$ cat config.mk
export PLATFORM = sky130hd
export DESIGN_NAME = dual_threshold_transient_gate_flat
export DESIGN_NICKNAME = d
export VERILOG_FILES = /design/src/rtl/dttg_pkg.sv /design/src/rtl/dttg_in_if.sv /design/src/rtl/dttg_out_if.sv /design/src/rtl/dttg_cfg_if.sv /design/src/rtl/dttg_eval.sv /design/src/rtl/dual_threshold_transient_gate.sv /design/src/flat_wrapper.sv
export VERILOG_INCLUDE_DIRS = /design/src /design/src/rtl
export SDC_FILE = /design/constraint.sdc
export NUM_CORES = 1
export LEC_CHECK = 0
export ABC_CLOCK_PERIOD_IN_PS = 7800
export BUFFER_PORTS_ARGS = -buffer_cell sky130_fd_sc_hd__buf_2
export CAP_MARGIN = 30
export CORE_ASPECT_RATIO = 1.5
export CORE_MARGIN = 5
export CORE_UTILIZATION = 30
export CTS_CLUSTER_SIZE = 20
export DETAILED_ROUTE_END_ITERATION = 12
export PLACE_DENSITY_LB_ADDON = 0.05
export SLEW_MARGIN = 0
export SYNTH_ARGS = -nofsm -noshare
export SYNTH_HDL_FRONTEND = slang
export SYNTH_SLANG_ARGS = --single-unit
$ cat constraint.sdc
create_clock -name clk_i -period 7.8 [get_ports clk_i]
set_input_delay 1.56 -clock clk_i [delete_from_list [all_inputs] [get_ports clk_i]]
set_output_delay 1.56 -clock clk_i [all_outputs]
set_load 0.05 [all_outputs]
$ cat src/rtl/dual_threshold_transient_gate_assert.svh
// ----------------------------------------------------------------------------
// Transient gate assertion macros
// Concurrent assertion wrappers; define NO_ASSERTIONS to compile them out.
// ----------------------------------------------------------------------------
`ifndef DUAL_THRESHOLD_TRANSIENT_GATE_ASSERT_SVH
`define DUAL_THRESHOLD_TRANSIENT_GATE_ASSERT_SVH

`ifndef NO_ASSERTIONS

// Clocked assertion, disabled while reset is asserted (active low).
`define DTTG_ASSERT(lbl, clk, rstn, prop, msg) \
  lbl: assert property (@(posedge clk) disable iff (!(rstn)) (prop)) else $error(msg);

// Clocked assertion that also holds during reset.
`define DTTG_ASSERT_ALWAYS(lbl, clk, prop, msg) \
  lbl: assert property (@(posedge clk) (prop)) else $error(msg);

`else

`define DTTG_ASSERT(lbl, clk, rstn, prop, msg)
`define DTTG_ASSERT_ALWAYS(lbl, clk, prop, msg)

`endif

`endif

$ cat src/rtl/dttg_pkg.sv
// ----------------------------------------------------------------------------
// Transient gate package
// Shared widths, register indexes, reset values and types.
// ----------------------------------------------------------------------------
package dttg_pkg;

  localparam int unsigned CFG_IDX_W  = 3;
  localparam int unsigned CFG_DATA_W = 32;
  localparam int unsigned MARKER_W   = 20;
  localparam int unsigned SPAN_W     = 16;  // refractory, lead and delay
  localparam int unsigned FCNT_W     = 21;

  // Register indexes
  localparam logic [CFG_IDX_W-1:0] REG_ENABLE      = 3'd0;
  localparam logic [CFG_IDX_W-1:0] REG_LOUD_THR    = 3'd1;
  localparam logic [CFG_IDX_W-1:0] REG_QUIET_THR   = 3'd2;
  localparam logic [CFG_IDX_W-1:0] REG_REFRACTORY  = 3'd3;
  localparam logic [CFG_IDX_W-1:0] REG_LOUD_LEAD   = 3'd4;
  localparam logic [CFG_IDX_W-1:0] REG_QUIET_DELAY = 3'd5;
  localparam logic [CFG_IDX_W-1:0] REG_FRAME_COUNT = 3'd6;

  // Threshold resets as 16-bit patterns (-2560 and -5120), truncated to width
  localparam logic [CFG_DATA_W-1:0] LOUD_THR_RST  = 32'd62976;
  localparam logic [CFG_DATA_W-1:0] QUIET_THR_RST = 32'd60416;
  localparam logic [FCNT_W-1:0]     FCNT_RST      = 21'd1048576;

  // Markers produced by one frame
  typedef struct packed {
    logic                loud_v;
    logic [MARKER_W-1:0] loud_frame;
    logic                quiet_v;
    logic [MARKER_W-1:0] quiet_frame;
  } dttg_res_t;

endpackage

$ cat src/rtl/dttg_in_if.sv
// ----------------------------------------------------------------------------
// Transient gate frame channel
// One frame level with its warp and new-track flags per item.
// ----------------------------------------------------------------------------
interface dttg_in_if #(
  parameter int unsigned LEVEL_BITS = 16
) ();
  logic                         valid;
  logic                         ready;
  logic signed [LEVEL_BITS-1:0] level_db;
  logic                         warp_mark;
  logic                         new_track;

  modport source (output valid, level_db, warp_mark, new_track, input ready);
  modport sink   (input valid, level_db, warp_mark, new_track, output ready);
endinterface

$ cat src/rtl/dttg_out_if.sv
// ----------------------------------------------------------------------------
// Transient gate marker channel
// One accepted marker per item.
// ----------------------------------------------------------------------------
interface dttg_out_if
  import dttg_pkg::*;
();
  logic                valid;
  logic                ready;
  logic [MARKER_W-1:0] marker_frame;
  logic                is_loud;
  logic                last_in_run;

  modport source (output valid, marker_frame, is_loud, last_in_run, input ready);
  modport sink   (input valid, marker_frame, is_loud, last_in_run, output ready);
endinterface

$ cat src/rtl/dttg_cfg_if.sv
// ----------------------------------------------------------------------------
// Transient gate configuration channel
// Register index and write data per write.
// ----------------------------------------------------------------------------
interface dttg_cfg_if
  import dttg_pkg::*;
();
  logic                  valid;
  logic                  ready;
  logic [CFG_IDX_W-1:0]  index;
  logic [CFG_DATA_W-1:0] data;

  modport source (output valid, index, data, input ready);
  modport sink   (input valid, index, data, output ready);
endinterface

$ cat src/rtl/dttg_eval.sv
// ----------------------------------------------------------------------------
// Transient gate frame evaluation
// Crossing detection, refractory gating and marker shifting for one frame.
// ----------------------------------------------------------------------------
module dttg_eval
  import dttg_pkg::*;
#(
  parameter int unsigned MAX_FRAMES = 1048576,
  parameter int unsigned LEVEL_BITS = 16,
  parameter int unsigned FI_W       = 21,
  parameter int unsigned OA_W       = 21
) (
  // item
  input  logic signed [LEVEL_BITS-1:0] level_i,
  input  logic                         warp_i,
  input  logic                         new_track_i,
  // configuration
  input  logic                         enable_i,
  input  logic signed [LEVEL_BITS-1:0] loud_thr_i,
  input  logic signed [LEVEL_BITS-1:0] quiet_thr_i,
  input  logic [SPAN_W-1:0]            refr_i,
  input  logic [SPAN_W-1:0]            lead_i,
  input  logic [SPAN_W-1:0]            delay_i,
  input  logic [FCNT_W-1:0]            frame_count_i,
  // current state
  input  logic [FI_W-1:0]              fidx_i,
  input  logic signed [LEVEL_BITS-1:0] prev_i,
  input  logic                         have_prev_i,
  input  logic [OA_W-1:0]              loud_open_i,
  input  logic [OA_W-1:0]              quiet_open_i,
  // next state and markers
  output logic [FI_W-1:0]              fidx_o,
  output logic [OA_W-1:0]              loud_open_o,
  output logic [OA_W-1:0]              quiet_open_o,
  output dttg_res_t                    res_o
);

  localparam int unsigned CW = (OA_W > FCNT_W) ? OA_W : FCNT_W;

  logic [CW-1:0]   m, total, fc_ext, loud_open0, quiet_open0, loud_open1, loud_open2;
  logic [CW-1:0]   m_refr, m_lead, m_delay;
  logic [FI_W-1:0] m_fi;
  logic            have_prev, in_track, do_eval;
  logic            loud_x, quiet_x, loud_acc, quiet_acc;

  // A new track restarts at frame 0 with both paths open and no history
  assign m_fi        = new_track_i ? '0 : fidx_i;
  assign m           = CW'(m_fi);
  assign have_prev   = have_prev_i && !new_track_i;
  assign loud_open0  = new_track_i ? '0 : CW'(loud_open_i);
  assign quiet_open0 = new_track_i ? '0 : CW'(quiet_open_i);

  assign fc_ext   = CW'(frame_count_i);
  assign total    = (fc_ext > CW'(MAX_FRAMES)) ? CW'(MAX_FRAMES) : fc_ext;
  assign in_track = m < total;
  assign do_eval  = in_track && enable_i && have_prev;

  assign loud_x  = (level_i >= loud_thr_i) && (prev_i < loud_thr_i);
  assign quiet_x = (level_i <= quiet_thr_i) && (prev_i > quiet_thr_i);

  assign m_refr  = m + CW'(refr_i);
  assign m_lead  = m - CW'(lead_i);
  assign m_delay = m + CW'(delay_i);

  // Warp opens the loud path before this frame's crossings are judged
  assign loud_open1 = (in_track && warp_i) ? m : loud_open0;
  assign loud_acc   = do_eval && loud_x && (m >= loud_open1);
  assign loud_open2 = loud_acc ? m_refr : loud_open1;

  // Quiet waits on both trackers, including a loud accept of this frame
  assign quiet_acc = do_eval && quiet_x && (m >= quiet_open0) && (m >= loud_open2);

  assign loud_open_o  = OA_W'(loud_open2);
  assign quiet_open_o = OA_W'(quiet_acc ? m_refr : quiet_open0);
  assign fidx_o       = (m_fi < FI_W'(MAX_FRAMES)) ? m_fi + FI_W'(1) : m_fi;

  always_comb begin
    res_o.loud_v      = loud_acc && (m >= CW'(lead_i));
    res_o.loud_frame  = m_lead[MARKER_W-1:0];
    res_o.quiet_v     = quiet_acc && (m_delay < total);
    res_o.quiet_frame = m_delay[MARKER_W-1:0];
  end

endmodule

$ cat src/rtl/dual_threshold_transient_gate.sv
// ----------------------------------------------------------------------------
// Dual threshold transient gate
// Loud/quiet level crossing detector with refractory gating and shifting.
// ----------------------------------------------------------------------------
// Usage:
//   in_i   - one frame per item: level_db (1/128 dB), warp_mark, new_track.
//   out_o  - zero, one or two markers per frame; loud before quiet, and
//            last_in_run flags the final marker of a frame.
//   cfg_i  - register writes (index, data), always ready; write only while
//            the block holds no frame and no undelivered marker.
// Timing:
//   A frame is registered on accept and evaluated from the stage register once
//   the result register can take its markers, which then load it. The first
//   marker is shown from the result register and is taken when out_o.ready is high.
//   Frames are taken one per cycle as long as each yields at most one marker
//   and the receiver keeps up; a frame with two markers holds the evaluation
//   stage while both wait, as the single marker output port shows one at a time.
// Reset:
//   Registers return to their documented defaults, the frame index and both
//   trackers clear, and the pipeline empties.
// Stall:
//   While out_o.ready is low a pending marker holds in the result register;
//   the evaluation stage then holds its frame, and in_i.ready drops once that stage is full.
// ----------------------------------------------------------------------------
`include "dual_threshold_transient_gate_assert.svh"

module dual_threshold_transient_gate
  import dttg_pkg::*;
#(
  parameter int unsigned MAX_FRAMES = 1048576,
  parameter int unsigned LEVEL_BITS = 16
) (
  input  logic    clk_i,
  input  logic    rst_ni,
  dttg_in_if.sink  in_i,
  dttg_cfg_if.sink cfg_i,
  dttg_out_if.source out_o
);

  localparam int unsigned FI_W = $clog2(MAX_FRAMES + 1);
  localparam int unsigned OA_W = $clog2(MAX_FRAMES + (1 << SPAN_W));

  // Configuration registers
  logic                         enable_q;
  logic signed [LEVEL_BITS-1:0] loud_thr_q, quiet_thr_q;
  logic [SPAN_W-1:0]            refr_q, lead_q, delay_q;
  logic [FCNT_W-1:0]            fcnt_q;

  // Track state
  logic [FI_W-1:0]              fidx_q, fidx_d;
  logic signed [LEVEL_BITS-1:0] prev_q;
  logic                         have_prev_q;
  logic [OA_W-1:0]              loud_open_q, loud_open_d;
  logic [OA_W-1:0]              quiet_open_q, quiet_open_d;

  // Evaluation stage (input register)
  logic                         stg_v_q;
  logic signed [LEVEL_BITS-1:0] stg_level_q;
  logic                         stg_warp_q, stg_new_q;

  // Result register: up to one loud and one quiet marker
  logic                loud_v_q, quiet_v_q;
  logic [MARKER_W-1:0] loud_frame_q, quiet_frame_q;

  dttg_res_t res;
  logic      in_acc, pop, drains, fire;

  // --------------------------------------------------------------------------
  // Configuration writes
  // --------------------------------------------------------------------------
  assign cfg_i.ready = 1'b1;

  always_ff @(posedge clk_i or negedge rst_ni) begin
    if (!rst_ni) begin
      enable_q    <= 1'b1;
      loud_thr_q  <= LOUD_THR_RST[LEVEL_BITS-1:0];
      quiet_thr_q <= QUIET_THR_RST[LEVEL_BITS-1:0];
      refr_q      <= '0;
      lead_q      <= '0;
      delay_q     <= '0;
      fcnt_q      <= FCNT_RST;
    end else if (cfg_i.valid) begin
      case (cfg_i.index)
        REG_ENABLE:      enable_q    <= cfg_i.data[0];
        REG_LOUD_THR:    loud_thr_q  <= cfg_i.data[LEVEL_BITS-1:0];
        REG_QUIET_THR:   quiet_thr_q <= cfg_i.data[LEVEL_BITS-1:0];
        REG_REFRACTORY:  refr_q      <= cfg_i.data[SPAN_W-1:0];
        REG_LOUD_LEAD:   lead_q      <= cfg_i.data[SPAN_W-1:0];
        REG_QUIET_DELAY: delay_q     <= cfg_i.data[SPAN_W-1:0];
        REG_FRAME_COUNT: fcnt_q      <= cfg_i.data[FCNT_W-1:0];
        default: ;  // unmapped index: drop the write
      endcase
    end
  end

  // --------------------------------------------------------------------------
  // Handshake
  // --------------------------------------------------------------------------
  // The stage may evaluate once the result register is empty or will be
  // empty after this cycle's pop, so it never has to hold three markers.
  assign pop    = out_o.valid && out_o.ready;
  assign drains = (!loud_v_q && !quiet_v_q) || (pop && !(loud_v_q && quiet_v_q));
  assign fire   = stg_v_q && drains;

  assign in_i.ready = !stg_v_q || fire;
  assign in_acc     = in_i.valid && in_i.ready;

  // Capture the frame
  always_ff @(posedge clk_i or negedge rst_ni) begin
    if (!rst_ni) begin
      stg_v_q <= 1'b0;
    end else if (in_i.ready) begin
      stg_v_q <= in_i.valid;
    end
  end

  always_ff @(posedge clk_i) begin
    if (in_acc) begin
      stg_level_q <= in_i.level_db;
      stg_warp_q  <= in_i.warp_mark;
      stg_new_q   <= in_i.new_track;
    end
  end

  // --------------------------------------------------------------------------
  // Evaluate one frame against the track state
  // --------------------------------------------------------------------------
  dttg_eval #(
    .MAX_FRAMES (MAX_FRAMES),
    .LEVEL_BITS (LEVEL_BITS),
    .FI_W       (FI_W),
    .OA_W       (OA_W)
  ) u_eval (
    .level_i       (stg_level_q),
    .warp_i        (stg_warp_q),
    .new_track_i   (stg_new_q),
    .enable_i      (enable_q),
    .loud_thr_i    (loud_thr_q),
    .quiet_thr_i   (quiet_thr_q),
    .refr_i        (refr_q),
    .lead_i        (lead_q),
    .delay_i       (delay_q),
    .frame_count_i (fcnt_q),
    .fidx_i        (fidx_q),
    .prev_i        (prev_q),
    .have_prev_i   (have_prev_q),
    .loud_open_i   (loud_open_q),
    .quiet_open_i  (quiet_open_q),
    .fidx_o        (fidx_d),
    .loud_open_o   (loud_open_d),
    .quiet_open_o  (quiet_open_d),
    .res_o         (res)
  );

  // Advance track state once per evaluated frame
  always_ff @(posedge clk_i or negedge rst_ni) begin
    if (!rst_ni) begin
      fidx_q       <= '0;
      prev_q       <= '0;
      have_prev_q  <= 1'b0;
      loud_open_q  <= '0;
      quiet_open_q <= '0;
    end else if (fire) begin
      fidx_q       <= fidx_d;
      prev_q       <= stg_level_q;
      have_prev_q  <= 1'b1;
      loud_open_q  <= loud_open_d;
      quiet_open_q <= quiet_open_d;
    end
  end

  // --------------------------------------------------------------------------
  // Result register
  // --------------------------------------------------------------------------
  always_ff @(posedge clk_i or negedge rst_ni) begin
    if (!rst_ni) begin
      loud_v_q  <= 1'b0;
      quiet_v_q <= 1'b0;
    end else if (fire) begin
      loud_v_q  <= res.loud_v;
      quiet_v_q <= res.quiet_v;
    end else if (pop) begin
      // Loud goes out first; drop whichever marker was shown
      if (loud_v_q) begin
        loud_v_q <= 1'b0;
      end else begin
        quiet_v_q <= 1'b0;
      end
    end
  end

  always_ff @(posedge clk_i) begin
    if (fire) begin
      loud_frame_q  <= res.loud_frame;
      quiet_frame_q <= res.quiet_frame;
    end
  end

  assign out_o.valid        = loud_v_q || quiet_v_q;
  assign out_o.is_loud      = loud_v_q;
  assign out_o.marker_frame = loud_v_q ? loud_frame_q : quiet_frame_q;
  assign out_o.last_in_run  = !(loud_v_q && quiet_v_q);

  // --------------------------------------------------------------------------
  // Assertions
  // --------------------------------------------------------------------------
  `DTTG_ASSERT(a_quiet_is_last, clk_i, rst_ni, (out_o.valid && !out_o.is_loud) |-> out_o.last_in_run, "quiet marker not last of its frame")
  `DTTG_ASSERT(a_loud_shown_next, clk_i, rst_ni, (fire && res.loud_v) |=> (out_o.valid && out_o.is_loud), "loud marker not presented after evaluation")
  `DTTG_ASSERT(a_no_overrun, clk_i, rst_ni, in_acc |-> (!stg_v_q || fire), "frame accepted over a held frame")
  `DTTG_ASSERT(a_fidx_bound, clk_i, rst_ni, fidx_q <= FI_W'(MAX_FRAMES), "frame index beyond limit")

endmodule
$ cat src/flat_wrapper.sv
// flat-port wrapper written by rule: the top's interface ports become plain ports
module dual_threshold_transient_gate_flat import dttg_pkg::*;
#(
  parameter int unsigned MAX_FRAMES = 1048576,
  parameter int unsigned LEVEL_BITS = 16
)
  (clk_i, rst_ni, in_i_valid, in_i_level_db, in_i_warp_mark, in_i_new_track, in_i_ready, cfg_i_valid, cfg_i_index, cfg_i_data, cfg_i_ready, out_o_valid, out_o_marker_frame, out_o_is_loud, out_o_last_in_run, out_o_ready);
  dttg_in_if #(.LEVEL_BITS(LEVEL_BITS)) in_i_i ();
  dttg_cfg_if cfg_i_i ();
  dttg_out_if out_o_i ();
  input  logic clk_i;
  input  logic rst_ni;
  input wire logic [$bits(in_i_i.valid)-1:0] in_i_valid;
  input wire logic [$bits(in_i_i.level_db)-1:0] in_i_level_db;
  input wire logic [$bits(in_i_i.warp_mark)-1:0] in_i_warp_mark;
  input wire logic [$bits(in_i_i.new_track)-1:0] in_i_new_track;
  output wire logic [$bits(in_i_i.ready)-1:0] in_i_ready;
  input wire logic [$bits(cfg_i_i.valid)-1:0] cfg_i_valid;
  input wire logic [$bits(cfg_i_i.index)-1:0] cfg_i_index;
  input wire logic [$bits(cfg_i_i.data)-1:0] cfg_i_data;
  output wire logic [$bits(cfg_i_i.ready)-1:0] cfg_i_ready;
  output wire logic [$bits(out_o_i.valid)-1:0] out_o_valid;
  output wire logic [$bits(out_o_i.marker_frame)-1:0] out_o_marker_frame;
  output wire logic [$bits(out_o_i.is_loud)-1:0] out_o_is_loud;
  output wire logic [$bits(out_o_i.last_in_run)-1:0] out_o_last_in_run;
  input wire logic [$bits(out_o_i.ready)-1:0] out_o_ready;
  assign in_i_i.valid = in_i_valid;
  assign in_i_i.level_db = in_i_level_db;
  assign in_i_i.warp_mark = in_i_warp_mark;
  assign in_i_i.new_track = in_i_new_track;
  assign in_i_ready = in_i_i.ready;
  assign cfg_i_i.valid = cfg_i_valid;
  assign cfg_i_i.index = cfg_i_index;
  assign cfg_i_i.data = cfg_i_data;
  assign cfg_i_ready = cfg_i_i.ready;
  assign out_o_valid = out_o_i.valid;
  assign out_o_marker_frame = out_o_i.marker_frame;
  assign out_o_is_loud = out_o_i.is_loud;
  assign out_o_last_in_run = out_o_i.last_in_run;
  assign out_o_i.ready = out_o_ready;
  dual_threshold_transient_gate #(.MAX_FRAMES(MAX_FRAMES), .LEVEL_BITS(LEVEL_BITS)) u_core (.clk_i(clk_i), .rst_ni(rst_ni), .in_i(in_i_i), .cfg_i(cfg_i_i), .out_o(out_o_i));
endmodule
# --- After elaboration in Yosys (flattened, before gate mapping) ---
# Index checks and enable logic that the tools add are counted.
totals:
  reg_bits: 243
  wordCells: 94
  output_inout_bits: 25
  in_bits: 58
classes:
  mux: 14
  magnitude_cmp: 12
  add_sub_neg: 4
  n_eq_ne: 7
  n_reduce_logical: 37
ops:
  columns: ["cell", "n"]
  rows:
  - ["21-bit 2-to-1 mux", 8]
  - ["21-bit >= comparator", 3]
  - ["21-bit by 16-bit adder with 21-bit output", 2]
  - ["21-bit less-than comparator", 2]
  - ["21-bit by 1-bit adder with 21-bit output, second input constant", 1]
  - ["21-bit by 16-bit >= comparator with 1-bit output", 1]
  - ["21-bit greater-than comparator, second input constant", 1]
  - ["21-bit less-than comparator, second input constant", 1]
  - ["20-bit 2-to-1 mux", 1]
  - ["20-bit by 16-bit subtractor with 20-bit output", 1]
  - ["1-bit logical AND", 19]
  - ["16-bit >= comparator", 1]
  - ["16-bit greater-than comparator", 1]
  - ["16-bit <= comparator", 1]
  - ["16-bit less-than comparator", 1]
  - ["2-bit AND reduction", 8]
  - ["3-bit equality test, second input constant", 3]
  - ["3-bit by 2-bit equality test with 1-bit output, second input constant", 2]
  - ["1-bit zero test", 5]
  - ["1-bit 2-to-1 mux", 5]
  - ["3-bit by 1-bit equality test with 1-bit output, second input constant", 1]
  - ["3-bit zero test", 1]
  - ["1-bit logical OR", 3]
  - ["2-bit inequality test, second input constant", 1]
  - ["2-bit nonzero test", 1]

# --- Longest topological paths before layout ---
depth:
  word_depth: 12
  depth_mapped: 35
  mapped_depth_nobuf: 31

# --- Hierarchy ---
# A second synthesis with hierarchy kept.
unflattened:
  hier_cells: 1555
  hier_area_um2: 17073.9
modules_own_cells:
  columns: ["mod", "area_per_inst_um2", "seq_area_each_um2", "cells_per_inst", "n_inst"]
  rows:
  - ["dual_threshold_transient_gate", 9102.5, 6387.4, 494, 1]
  - ["dttg_eval", 7971.4, 0.0, 1061, 1]

# --- Worst setup path before layout ---
# No wires, ideal clock.
synth_timing:
  path_type: "register -> register"
  from: "reg u_core.stg_new_q"
  to: "reg u_core.quiet_open_q[18]"
  period_less_slack_ns: 7.288
  setup_time_ns: 0.127
  stages_incl_launch_ff: 36
  required_ns: 7.673
  t_arrival_ns: 7.161
  setup_slack_ns: 0.512
  n_path_buf: 8
  path_cell_list: "edfxtp_1 buf_1 clkbuf_1 clkbuf_1 clkbuf_1 nor2b_1 ha_1 a21oi_1 o21ai_0 a221o_1 a31oi_2 a31oi_2 buf_6 mux2i_1 or2_1 ha_1 and4_1 a221oi_1 o21ai_0 a211oi_1 nor3_1 o21ai_0 and4bb_2 buf_6 mux2_2 ha_1 a21o_1 a21o_1 a221oi_1 a21oi_1 a211oi_1 o31ai_1 and4b_1 buf_4 buf_8 mux2_1"
synth_between:
  elab_chain_cells: 10
  elab_cells_between_ends: 21
  cone_classes: "add/sub (1); order compare (4); mux (6); reduce/logical (10)"
synth_rtl:
  columns: ["element", "line_no", "text"]
  rows:
  - ["start, declared", "dual_threshold_transient_gate.sv:59", "logic stg_warp_q, stg_new_q;"]
  - ["start signal, assigned", "dual_threshold_transient_gate.sv:121", "stg_new_q <= in_i.new_track;"]
  - ["21-bit 2-to-1 mux", "dttg_eval.sv:47", "assign m_fi = new_track_i ? '0 : fidx_i;"]
  - ["21-bit less-than comparator", "dttg_eval.sv:55", "assign in_track = m < total;"]
  - ["1-bit logical AND (on tied branches)", "dttg_eval.sv:66, dttg_eval.sv:56", null]
  - ["21-bit 2-to-1 mux or 1-bit logical AND (tied branches)", "dttg_eval.sv:66, dttg_eval.sv:56", null]
  - ["21-bit >= comparator or 1-bit logical AND (tied branches)", "dttg_eval.sv:67", "assign loud_acc = do_eval && loud_x && (m >= loud_open1);"]
  - ["1-bit logical AND", "dttg_eval.sv:67", null]
  - ["21-bit 2-to-1 mux", "dttg_eval.sv:68", "assign loud_open2 = loud_acc ? m_refr : loud_open1;"]
  - ["21-bit >= comparator", "dttg_eval.sv:71", "assign quiet_acc = do_eval && quiet_x && (m >= quiet_open0) && (m >= loud_open2);"]
  - ["1-bit logical AND", "dttg_eval.sv:71", null]
  - ["21-bit 2-to-1 mux (*)", "dttg_eval.sv:74", "assign quiet_open_o = OA_W'(quiet_acc ? m_refr : quiet_open0);"]
  - ["end signal, assigned", "dual_threshold_transient_gate.sv:168", "quiet_open_q <= quiet_open_d;"]
  - ["end, declared", "dual_threshold_transient_gate.sv:54", "logic [OA_W-1:0] quiet_open_q, quiet_open_d;"]
# Mark *: on every way between the ends. The rest lies on a longest branch, timed or not.
# A chain may end at the register's enable or synchronous reset.

# --- Worst setup path in the final report ---
layout_timing:
  from: "reg u_core.fcnt_q[15]"
  to: "reg u_core.quiet_open_q[15]"
layout_between:
  elab_chain_cells: 11
  elab_cells_between_ends: 16
  cone_classes: "order compare (4); mux (4); reduce/logical (8)"
layout_rtl:
  columns: ["element", "line_no", "text"]
  rows:
  - ["start, declared", "dual_threshold_transient_gate.sv:47", "logic [FCNT_W-1:0] fcnt_q;"]
  - ["start signal, assigned", "dual_threshold_transient_gate.sv:90", "REG_FRAME_COUNT: fcnt_q <= cfg_i.data[FCNT_W-1:0];"]
  - ["21-bit greater-than comparator", "dttg_eval.sv:54", "assign total = (fc_ext > CW'(MAX_FRAMES)) ? CW'(MAX_FRAMES) : fc_ext;"]
  - ["21-bit 2-to-1 mux (*)", "dttg_eval.sv:54", null]
  - ["21-bit less-than comparator (*)", "dttg_eval.sv:55", null]
  - ["1-bit logical AND (on tied branches)", "dttg_eval.sv:66, dttg_eval.sv:56", null]
  - ["21-bit 2-to-1 mux or 1-bit logical AND (tied branches)", "dttg_eval.sv:66, dttg_eval.sv:56", null]
  - ["21-bit >= comparator or 1-bit logical AND (tied branches)", "dttg_eval.sv:67", null]
  - ["1-bit logical AND", "dttg_eval.sv:67", null]
  - ["21-bit 2-to-1 mux", "dttg_eval.sv:68", null]
  - ["21-bit >= comparator", "dttg_eval.sv:71", null]
  - ["1-bit logical AND (*)", "dttg_eval.sv:71", null]
  - ["21-bit 2-to-1 mux (*)", "dttg_eval.sv:74", null]
# Marked as above.

==> run metrics <==
max-slew violation count=0; wire length of the first global-routing pass=78900 um; largest family of logic cells by synthesized area=adder cells; Max-Cap Viols=0; Crit Path Category=reg -> reg; kind of end point of the critical path=flop; skew final=0.0379 ns; CTS Hold Bufs=0; Root Buffer=clkbuf_16; share of layout cells above drive strength 1=between 10% and 20%; antenna-violating nets left=0; Slowest cell on crit path=and4bb_4; post-synthesis simple-gate area fraction=between 10% and 20%; Worst path max stage delay=between 0.4 and 0.5 ns; DR vias/cell=between 4 and 5; CP required=8.24 ns; Vias=about 12000; clk sinks=about 240; die span in x=200 um; die height=295 um; initial core utilization=around 30%; Detailed Place HPWL=40700 um; fmax=~130 MHz; Std-Cell Rows=between 100 and 150; htree depth=1; TritonRoute pass-1 iters=5; Avg Synthesized Cell Area=around 10 um2; Synth Flop Type=dfrtp_1; drt drc=0; Final WS setup=0.313 ns; # IOs=83; adder-cell share of the synthesized area=roughly 17%; Tightest Hold Check Type=reg -> reg; DR WL/cell=21.6 um; cell family with most CP delay=compound AO/OA/AOI/OAI gates; Post-Synth XOR/XNOR Area=3.35%; Setup crit start kind=flop; actual slew at the worst max-slew pin=between 0.9 and 1 ns; fin crit period=7.49 ns; post-route insts no fill=~2400; period utilization=96.0%; Synth cell types=79; part of the Yosys area used for sequential elements=between 30% and 40%; vias in the first global route=between 10000 and 15000; core footprint=~54000 um2; Final Hold Vio Count=0; yosys warns=0; Static Leak=between 8 and 9 nW; Pwr Total=around 0.0045 W; Syn Inst Count=1617; Worst EP arrival=7.92 ns; placed cells=2384; multiplexer share of the synthesized area=roughly 9.9%; Syn-to-layout area delta=16.6%; IO Port Bufs=70; setup slack, reg-to-reg=around 0.31 ns; GRT Util Overall=~18%; VDD IR max=between 0.00015 and 0.0002 V; initial antenna violation count=1; clk_lat worst skew=~0.61 ns; Longest Clk Path Bufs=3; largest net degree at the start of global routing=around 130; flops & latches, synth=243; Netlist Area Pre-Place=16200 um2; worst path bufs/invs=6; total CTS buffers=30; Final nets=around 2000; slew margin rel.=a little over a third; power per cell area=238 nW/um2; syn_nets=approximately 1900; clock slew at reported path FFs=approximately 0.06 ns; CP max FO=11; Post-synth EDFFs=slightly below 60; WL final=about 53000 um; Placement Setup Slack=-0.192 ns; remaining global-route overflow=0; die footprint=between 50000 and 60000 um2; GP Congestion=between 0.8 and 0.9; outcome=complete, no violations; post-synthesis async set-or-reset flop share=76.1%; Final setup viols=0; CTS tree=built; Inserted Diodes=0; complex-gate fraction of the synthesized area=12.7%; Finished Core Util=around a third; Starting DRT DRC Count=slightly below 400
-- cells in the final DEF, fill, tap and decap left out, drive strengths merged, types with 20 or more instances in the layout --
cell / count
inv: 74
mux2i: 45
nand4: 24
a21oi: 78
mux2: 102
or2: 20
dfrtp: 172
o21ai: 128
nand2b: 33
nand3: 25
nor2b: 34
ha: 215
xnor2: 37
xor2: 25
nand2: 227
nor2: 52
clkbuf: 38
a21o: 36
buf: 137
edfxtp: 58
nor3: 25
-- path summary, 6_finish.rpt --
path | cells after the start | endpoint | start
setup / recovery | 34 | u_core.quiet_open_q[15]$_DFFE_PN0P_ | u_core.fcnt_q[15]$_DFFE_PN0P_
hold / removal | 2 | u_core.loud_open_q[20]$_DFFE_PN0P_ | u_core.loud_open_q[20]$_DFFE_PN0P_
setup reg to reg | 34 | u_core.quiet_open_q[15]$_DFFE_PN0P_ | u_core.fcnt_q[15]$_DFFE_PN0P_
hold reg to reg | 2 | u_core.loud_open_q[20]$_DFFE_PN0P_ | u_core.loud_open_q[20]$_DFFE_PN0P_
max in group asynchronous | 2 | u_core.loud_open_q[1]$_DFFE_PN0P_ | rst_ni
min in group asynchronous | 1 | u_core.lead_q[13]$_DFFE_PN0P_ | rst_ni
-- worst reg2reg max path, delay by kind of cell, from the launching register on --
family | cells | cell delay [ns]
compound gates | 15 | 2.64
fa+ha+maj | 3 | 0.93
buf+inv | 6 | 1.04
flops | 1 | 0.41
mux | 3 | 0.61
simple gates | 7 | 1.69
-- layout make-up --
type                       count  area [um2]
clock inverter                19         244
timing repair buffer         138         927
clock buffer                  37         818
fill                        5499       34700
inverter                      74         278
multi-input combinational   1248        9400
tap                          689         862
sequential                   243        6390
-- state kept, by name, summed over array words and instances (netlist names), 16 cells and up --
name                  cells
u_core.fcnt_q            21
u_core.fidx_q            21
u_core.loud_open_q       21
u_core.quiet_open_q      21
u_core.loud_frame_q      20
u_core.quiet_frame_q     20
u_core.delay_q           16
u_core.lead_q            16
u_core.loud_thr_q        16
u_core.prev_q            16
u_core.quiet_thr_q       16
u_core.refr_q            16
u_core.stg_level_q       16
-- per-stage QoR --
step / setup TNS [ns] / instance area (um2) / hold slack [ns]
floorplan: 0 / 16200 / 0.435
global placement: -1.33 / 17700 / 0.457
detailed placement: -2.92 / 17700 / 0.467
CTS: 0 / 18800 / 0.485
global route: -0.107 / 18900 / 0.502
finish: 0 / 18900 / 0.479
-- power breakdown --
part           switching [W]  total (W)  internal (W)  leakage, nW
Clock               0.000605    0.00151      0.000910        0.515
Sequential          0.000107    0.00163       0.00153         2.88
Combinational       0.000818    0.00136      0.000544         5.02
Total                0.00153    0.00451       0.00298         8.41
-- synth_stat cells (7+ instances only) --
cell | number | share of area [%]
nand2b_1 | 33 | 1.3
mux2i_1 | 45 | 2.8
nand2_1 | 227 | 5.3
mux2_2 | 100 | 6.9
nor3_1 | 25 | 0.77
edfxtp_1 | 58 | 11
dfrtp_1 | 172 | 27
clkbuf_1 | 38 | 0.88
xor2_1 | 25 | 1.3
nand4_1 | 24 | 0.93
or2_1 | 15 | 0.58
a211oi_1 | 12 | 0.56
xnor2_1 | 37 | 2.0
nor4_1 | 12 | 0.46
nand3_1 | 25 | 0.77
nor2_1 | 52 | 1.2
nor2b_1 | 34 | 1.3
and2_1 | 7 | 0.27
o21a_1 | 10 | 0.46
ha_1 | 215 | 17
a21oi_1 | 78 | 2.4
o211ai_1 | 8 | 0.37
inv_1 | 72 | 1.7
o21ai_0 | 106 | 3.3
dfstp_2 | 13 | 2.1
a21o_1 | 36 | 1.7
o21ai_1 | 21 | 0.65
-- per-layer routing --
metal / routed length [um] / share of wire (%) / vias up / global-route usage [%]
met1: 20500 / 39 / 5841 / 20.2
met4: 2090 / 4.0 / 0 / 6.46
met3: 1560 / 3.0 / 79 / 1.97
met2: 28600 / 54 / 179 / 34.1
li1: - / - / 6061 / -
met5: 0 / 0 / - / 0
-- what timing repair did --
action | in CTS | in global routing
setup endpoints to repair | 21 | 22
gates cloned | 0 | 2
pin swaps | 0 | 7
setup buffers | 1 | 4
resized for setup | 3 | 16
-- logic make-up after synthesis --
| family | count (synthesis) |
|---|---|
| multiplexers | 147 |
| AND/OR/NAND/NOR | 486 |
| AO/OA/AOI/OAI | 332 |
| flip-flops | 243 |
| adder cells (fa/ha/maj) | 219 |
| other | 1 |
| XOR/XNOR | 62 |
| buffers and inverters | 127 |
Note: power is estimated with default switching activity, not from simulation.
